===== config.mk =====
export PLATFORM = sky130hd
export DESIGN_NAME = gctf_cordic
export DESIGN_NICKNAME = d
export VERILOG_FILES = /design/src/rtl/gctf_pkg.sv /design/src/rtl/gctf_cordic_cell.sv /design/src/rtl/gctf_cordic.sv
export SDC_FILE = /design/constraint.sdc
export NUM_CORES = 2
export LEC_CHECK = 0
export BUFFER_PORTS_ARGS = -buffer_cell sky130_fd_sc_hd__buf_2
export CORE_AREA = 2 2 478 717
export DETAILED_ROUTE_END_ITERATION = 16
export DIE_AREA = 0 0 480 719
export GPL_TIMING_DRIVEN = 0
export PLACE_DENSITY = 0.41
export SLEW_MARGIN = 25
export SYNTH_ARGS = -nofsm -noshare
export SYNTH_HDL_FRONTEND = slang
export SYNTH_SLANG_ARGS = --single-unit

===== constraint.sdc =====
create_clock -name clock -period 8.6 [get_ports clock]
set_input_delay 1.72 -clock clock [delete_from_list [all_inputs] [get_ports clock]]
set_output_delay 1.72 -clock clock [all_outputs]
set_load 0.01 [all_outputs]

===== src/rtl/gctf_pkg.sv =====
// Package of the gated complementary tilt filter: widths, fixed-point
// constants, register indexes, the CORDIC angle table and the cell type.
// Depends on nothing.
`default_nettype none

package gctf_pkg;

   // Datapath widths of the CORDIC chain.
   localparam int unsigned DATA_W = 28;
   localparam int unsigned ANG_W  = 21;
   localparam int unsigned ACC_W  = 18;

   localparam int unsigned CORDIC_STEPS_DEF = 16;
   localparam int unsigned TABLE_LEN        = 24;

   // Fixed-point constants.
   localparam logic signed [ANG_W-1:0] PI_Q16       = 21'sd205887;
   localparam int                      PI_Q13       = 25736;
   localparam int                      TWO_PI_Q13   = 51472;
   localparam logic [15:0]             INV_GAIN_Q16 = 16'd39797;
   localparam int                      ONE_G_SCALED = 1048576;
   localparam logic [23:0]             GYRO_K       = 24'd9825330;
   localparam logic [11:0]             GYRO_K_HI    = GYRO_K[23:12];
   localparam logic [11:0]             GYRO_K_LO    = GYRO_K[11:0];
   // 2^44 / 15625 rounded up; exact for every dividend below 2^30.
   localparam logic [30:0]             K_RECIP      = 31'd1125899907;
   localparam logic [40:0]             K_SAT_LEVEL  = 41'd65536000000;
   localparam logic [40:0]             K_ROUND      = 41'd500000;

   // Register indexes of the configuration port.
   localparam logic [1:0] REG_GATE_BAND = 2'd0;
   localparam logic [1:0] REG_GAIN      = 2'd1;
   localparam logic [1:0] REG_TILT      = 2'd2;

   // Data handed from one CORDIC cell to the next.
   typedef struct packed {
      logic                    vld;
      logic signed [DATA_W-1:0] x;
      logic signed [DATA_W-1:0] y;
      logic signed [ANG_W-1:0]  z;
   } cordic_type;

   // atan(2^-i) in 2^-16 rad, rounded.
   function automatic logic signed [ANG_W-1:0] atan_entry(input logic [4:0] idx);
      logic signed [ANG_W-1:0] v;
      case (idx)
         5'd0:    v = 21'sd51472;
         5'd1:    v = 21'sd30386;
         5'd2:    v = 21'sd16055;
         5'd3:    v = 21'sd8150;
         5'd4:    v = 21'sd4091;
         5'd5:    v = 21'sd2047;
         5'd6:    v = 21'sd1024;
         5'd7:    v = 21'sd512;
         5'd8:    v = 21'sd256;
         5'd9:    v = 21'sd128;
         5'd10:   v = 21'sd64;
         5'd11:   v = 21'sd32;
         5'd12:   v = 21'sd16;
         5'd13:   v = 21'sd8;
         5'd14:   v = 21'sd4;
         5'd15:   v = 21'sd2;
         5'd16:   v = 21'sd1;
         default: v = '0;
      endcase
      return v;
   endfunction

endpackage

`default_nettype wire


===== src/rtl/gctf_cordic_cell.sv =====
// One vectoring CORDIC iteration with its output register.
// Depends on gctf_pkg.
`default_nettype none

module gctf_cordic_cell
   import gctf_pkg::*;
#(
   parameter int unsigned SHIFT = 0
) (
   input  wire logic       clock,
   input  wire logic       reset,
   input  wire cordic_type cell_in,
   output cordic_type      cell_out
);

   localparam logic signed [ANG_W-1:0] ATAN = atan_entry(5'(SHIFT));

   logic signed [DATA_W-1:0] xs;
   logic signed [DATA_W-1:0] ys;
   cordic_type               out_in;
   cordic_type               out_ff;

   // Rotate toward the x axis by the sign of y.
   always_comb begin
      xs         = cell_in.x >>> SHIFT;
      ys         = cell_in.y >>> SHIFT;
      out_in.vld = cell_in.vld;
      if (!cell_in.y[DATA_W-1]) begin
         out_in.x = cell_in.x + ys;
         out_in.y = cell_in.y - xs;
         out_in.z = cell_in.z + ATAN;
      end else begin
         out_in.x = cell_in.x - ys;
         out_in.y = cell_in.y + xs;
         out_in.z = cell_in.z - ATAN;
      end
   end

   // The valid bit is reset; the payload is not.
   always_ff @(posedge clock) begin
      out_ff.x <= out_in.x;
      out_ff.y <= out_in.y;
      out_ff.z <= out_in.z;
      if (reset) begin
         out_ff.vld <= 1'b0;
      end else begin
         out_ff.vld <= out_in.vld;
      end
   end

   assign cell_out = out_ff;

endmodule

`default_nettype wire


===== src/rtl/gctf_cordic.sv =====
// Vectoring CORDIC: pre-rotation stage, a chain of iteration cells and a
// gain-removal stage. Depends on gctf_pkg and gctf_cordic_cell.
`default_nettype none

module gctf_cordic
   import gctf_pkg::*;
#(
   parameter int unsigned CORDIC_STEPS = CORDIC_STEPS_DEF
) (
   input  wire logic                     clock,
   input  wire logic                     reset,
   input  wire logic                     start,
   input  wire logic signed [DATA_W-1:0] x_in,
   input  wire logic signed [DATA_W-1:0] y_in,
   output logic                          done,
   output logic signed [ACC_W-1:0]       angle,
   output logic        [DATA_W-2:0]      radius
);

   cordic_type chain [CORDIC_STEPS+1];
   cordic_type pre_in;
   cordic_type pre_ff;

   logic [DATA_W-2:0]        xc;
   logic [DATA_W+14:0]       prod_in;
   logic [DATA_W+14:0]       prod_ff;
   logic signed [ANG_W-1:0]  z_ff;
   logic                     post_vld_ff;
   logic [ANG_W-1:0]         zmag;
   logic [ANG_W-1:0]         zrnd;
   logic [DATA_W+14:0]       rad_sum;
   logic signed [ACC_W-1:0]  angle_in;
   logic signed [ACC_W-1:0]  angle_ff;
   logic [DATA_W-2:0]        radius_ff;
   logic                     done_ff;

   // Vectors in the left half plane are turned by pi first.
   always_comb begin
      pre_in.vld = start;
      pre_in.x   = x_in;
      pre_in.y   = y_in;
      pre_in.z   = '0;
      if (x_in[DATA_W-1]) begin
         pre_in.x = -x_in;
         pre_in.y = -y_in;
         pre_in.z = y_in[DATA_W-1] ? -PI_Q16 : PI_Q16;
      end
   end

   always_ff @(posedge clock) begin
      pre_ff.x <= pre_in.x;
      pre_ff.y <= pre_in.y;
      pre_ff.z <= pre_in.z;
      if (reset) begin
         pre_ff.vld <= 1'b0;
      end else begin
         pre_ff.vld <= pre_in.vld;
      end
   end

   assign chain[0] = pre_ff;

   for (genvar i = 0; i < CORDIC_STEPS; i++) begin : g_cell
      gctf_cordic_cell #(.SHIFT(i)) u_cell (
         .clock    (clock),
         .reset    (reset),
         .cell_in  (chain[i]),
         .cell_out (chain[i+1])
      );
   end

   // Scale the radius by the inverse CORDIC gain.
   always_comb begin
      xc      = chain[CORDIC_STEPS].x[DATA_W-1] ? '0 : chain[CORDIC_STEPS].x[DATA_W-2:0];
      prod_in = (DATA_W+15)'(xc) * (DATA_W+15)'(INV_GAIN_Q16);
   end

   always_ff @(posedge clock) begin
      prod_ff <= prod_in;
      z_ff    <= chain[CORDIC_STEPS].z;
      if (reset) begin
         post_vld_ff <= 1'b0;
      end else begin
         post_vld_ff <= chain[CORDIC_STEPS].vld;
      end
   end

   // Round the radius and turn the angle into Q2.13, ties away from zero.
   always_comb begin
      rad_sum  = prod_ff + (DATA_W+15)'(32768);
      zmag     = z_ff[ANG_W-1] ? ANG_W'(-z_ff) : ANG_W'(z_ff);
      zrnd     = (zmag + ANG_W'(4)) >> 3;
      angle_in = z_ff[ANG_W-1] ? -ACC_W'(zrnd) : ACC_W'(zrnd);
   end

   always_ff @(posedge clock) begin
      angle_ff  <= angle_in;
      radius_ff <= rad_sum[DATA_W+14:16];
      if (reset) begin
         done_ff <= 1'b0;
      end else begin
         done_ff <= post_vld_ff;
      end
   end

   assign done   = done_ff;
   assign angle  = angle_ff;
   assign radius = radius_ff;

endmodule

`default_nettype wire


==> flow_metrics.tcl <==
set metrics [dict create \
    min-delay-start "g_cell[10].u_cell.cell_out[2]" \
    max_freq_mhz 126 \
    min_to "g_cell[11].u_cell.cell_out[2]" \
    synthTopCellsByArea "dfxtp_1, ha_1, xnor2_1" \
    status "complete, no violations" \
    min_period_ns 7.95 \
    antenna_found_initial 8 \
    hold_viol 0 \
    synth-edff-count 0 \
    fp-row-count 262 \
    yosysTopAreaCellShare_pct 26.8 \
    synth_ff_type "dfxtp_1" \
    ys_seq_area_share_pct 26.8 \
    clockRootBuffer "clkbuf_16" \
    yosys_warnings 0 \
    clkTransAtPathRegs_ns 0.06 \
    core_area_mm2 0.339 \
    routed_wl_um 332000 \
    die_h_um 719 \
    place_congestion 0.904 \
    holdPathStages 0 \
    place_hpwl_um 279000 \
    clk_path_buf_depth 4 \
    worstPathMaxFanout 10 \
    hold-worst-slack_ns 0.250 \
    cts_buffers 171 \
    crit_path_start_kind "flop" \
    drt_iter0_markers 3523 \
    final_nets 13700 \
    firstDrtPassIters 6 \
    drc 0 \
    avgSynthCellArea_um2 8.51 \
    stdcell_count 16800 \
    worstSkewPairLatency_ns 0.90 \
    rr_endpoint "prod_ff[41]" \
    slew_viol_final 0 \
    relSlewSlack_pct 26.9 \
    area_delta_synth_final_pct 12.0 \
    n_fill_cell 35400 \
    grt_pass1_vias 86900 \
    h-tree-depth 4 \
    rsz0062_at_grt "false" \
    setup_viol 0 \
    cts_tree "yes" \
    crit_top_cell "fa_1" \
    initial_core_util_pct 29.9 \
    async_reset_ff_share_pct 0 \
    post_cts_buffers 0 \
    die_w_um 480 \
    dpl_worst_slack_ns -0.557 \
    vias_per_cell 5.00 \
    max_stage_delay_ns 0.57 \
    syn_inst 11900 \
    hold_buffers 0 \
    path_buf_inv 8 \
    worst_slew_pin_slew_ns 1.09 \
    cpLargestDelayFamily "adder cells" \
    worstSetupPathType "reg2reg" \
    cts_sinks 1357 \
    worstReg2RegStart "g_cell[15].u_cell.cell_out[76]" \
    setup_ws_ns 0.649 \
    worst_ep_required_time_ns 9.33 \
    endpoint_kind "flop" \
    min_path_type "reg2reg" \
    ys_seq_elements 1357 \
    synthDistinctLibCells 85 \
    slowest_stage "fa_1" \
    rr_worst_depth 25 \
    antenna_left 0 \
    fin_setup_tns_ns 0 \
    grt_max_degree 22 \
    grt_first_pass_wirelength_um 506000 \
    place_inst 16500 \
    cap_violations 0 \
    io_pins 105 \
    cts_resized 4 \
    period_share_pct 92.5 \
    wl_per_cell_um 19.7 \
    drive_gt1_share_pct 4.30 \
    r2r_setup_slack_ns 0.65 \
    grt_usage_pct 18.9 \
    crit_arrival_ns 8.68 \
    syn-num-nets 13400 \
    synth_area_mm2 0.101 \
    synth_top_area_cell "dfxtp_1" \
    vias 84100 \
    worst_clock_skew_ns 0.113 \
    overflow 0 \
    dieArea_mm2 0.345 \
    numPortBuffers 104 \
]
placed cells by master (no fill, tap or decap), types with 52 or more instances in the layout:
| cell | n |
|---|---|
| o21a_1 | 150 |
| a31oi_1 | 99 |
| ha_1 | 1282 |
| o41ai_1 | 63 |
| o211ai_1 | 64 |
| buf_2 | 109 |
| clkbuf_16 | 175 |
| inv_1 | 729 |
| nand4_1 | 52 |
| o21ai_0 | 562 |
| and3_1 | 113 |
| xor2_1 | 510 |
| nand3_1 | 215 |
| a21o_1 | 362 |
| dfxtp_1 | 1353 |
| nor2_1 | 1200 |
| nor3_1 | 350 |
| nor4_1 | 75 |
| nor2b_1 | 219 |
| or3_1 | 107 |
| a211oi_1 | 105 |
| fa_1 | 206 |
| nand2_1 | 581 |
| a21oi_1 | 1086 |
| clkbuf_1 | 181 |
| o21bai_1 | 128 |
| xnor2_1 | 1133 |
| o31ai_1 | 58 |
| nand2b_1 | 127 |
| and2_1 | 94 |
worst reg2reg max path, stage by stage (launching register included):
cell and delay [ns]:
dfxtp_1 0.50, clkbuf_2 0.31, clkbuf_2 0.29, clkbuf_1 0.43, nand2b_1 0.33, inv_1 0.28
fa_1 0.57, inv_1 0.05, fa_1 0.48, inv_1 0.07, fa_1 0.51, inv_1 0.06
fa_1 0.56, fa_1 0.44, fa_1 0.49, inv_1 0.05, ha_1 0.34, a21o_1 0.18
a21o_1 0.17, a221o_1 0.36, a21oi_1 0.24, o21ai_0 0.15, a2bb2oi_1 0.41, a311oi_1 0.27
a21oi_1 0.23, xnor2_1 0.13
per-stage QoR:
stage          utilization (%)  instance area, µm²
2_1_floorplan                -              101000
3_3_place_gp              31.7              107000
3_5_place_dp              31.7              107000
4_1_cts                   33.4              113000
5_1_grt                   33.4              113000
6_report                  33.4              113000
layout make-up:
cell class              instances  area, µm²  area share [%]
diodes                         42        105          0.0927
plain buffers                 203        781           0.689
clock buffers                 216       4700            4.15
clock inverters                82       1090           0.959
inverters                     735       2760            2.44
multi-input cells            9590      70600            62.2
flip-flops and latches       1357      27200            24.0
well taps                    4488       5620            4.95
repair buffers                107        574           0.507
logic make-up (layout without fill, tap and decap cells):
kind of cell	count (synthesis)	after routing	share of synthesized area (%)
mux	57	57	0.590
simple gates	3336	3336	15.8
fa+ha+maj	1491	1491	20.0
xor+xnor	1644	1644	14.2
buf+inv	938	1343	3.48
compound gates	3062	3062	19.1
other cells	0	42	0
flops	1357	1357	26.8
how the worst max path moves through the flow:
stage                                         startpoint  slack, ns  cells past startpoint     endpoint
after floorplan           g_cell[15].u_cell.cell_out[76]       1.41                     26  prod_ff[37]
final                     g_cell[15].u_cell.cell_out[76]       0.65                     25  prod_ff[41]
after global routing      g_cell[15].u_cell.cell_out[76]       0.05                     26  prod_ff[41]
after CTS                 g_cell[15].u_cell.cell_out[76]       0.09                     26  prod_ff[41]
after global placement    g_cell[15].u_cell.cell_out[76]      -0.90                     26  prod_ff[41]
after detailed placement  g_cell[15].u_cell.cell_out[76]      -0.56                     26  prod_ff[41]
sequential cells by signal (all words and copies together) (netlist names):
register / count
prod_ff: 28
g_cell.u_cell.cell_out: 1201
chain: 60
angle: 18
done: 1
radius: 27
z_ff: 21
post_vld_ff: 1
layer usage:
metal | GRT usage [%] | part of all wire [%]
met4 | 12.5 | 7.6
met5 | 0 | 0
met3 | 1.80 | 2.2
met1 | 16.5 | 33
met2 | 39.4 | 57
cell usage after synthesis (all sizes together), types with 24 or more instances:
library cell	n
o21ai	563
o211ai	64
and3	113
buf	36
a211o	38
nand2	581
fa	206
a21o	362
nor4	77
nor2b	220
or3	108
or4	50
nor3b	24
o31ai	58
ha	1282
and2	96
or2	49
clkbuf	167
inv	729
nor2	1200
nor3	350
mux2i	36
a31oi	99
a211oi	105
o41ai	64
nand2b	127
o21a	150
a21oi	1086
xnor2	1133
o21bai	128
nand4	52
dfxtp	1357
a21boi	44
o31a	28
o2111ai	28
xor2	510
nand3	215
a31o	32
Power is not shown: default switching activity piles up to over one toggle a cycle in this logic, so the estimate is an artifact.
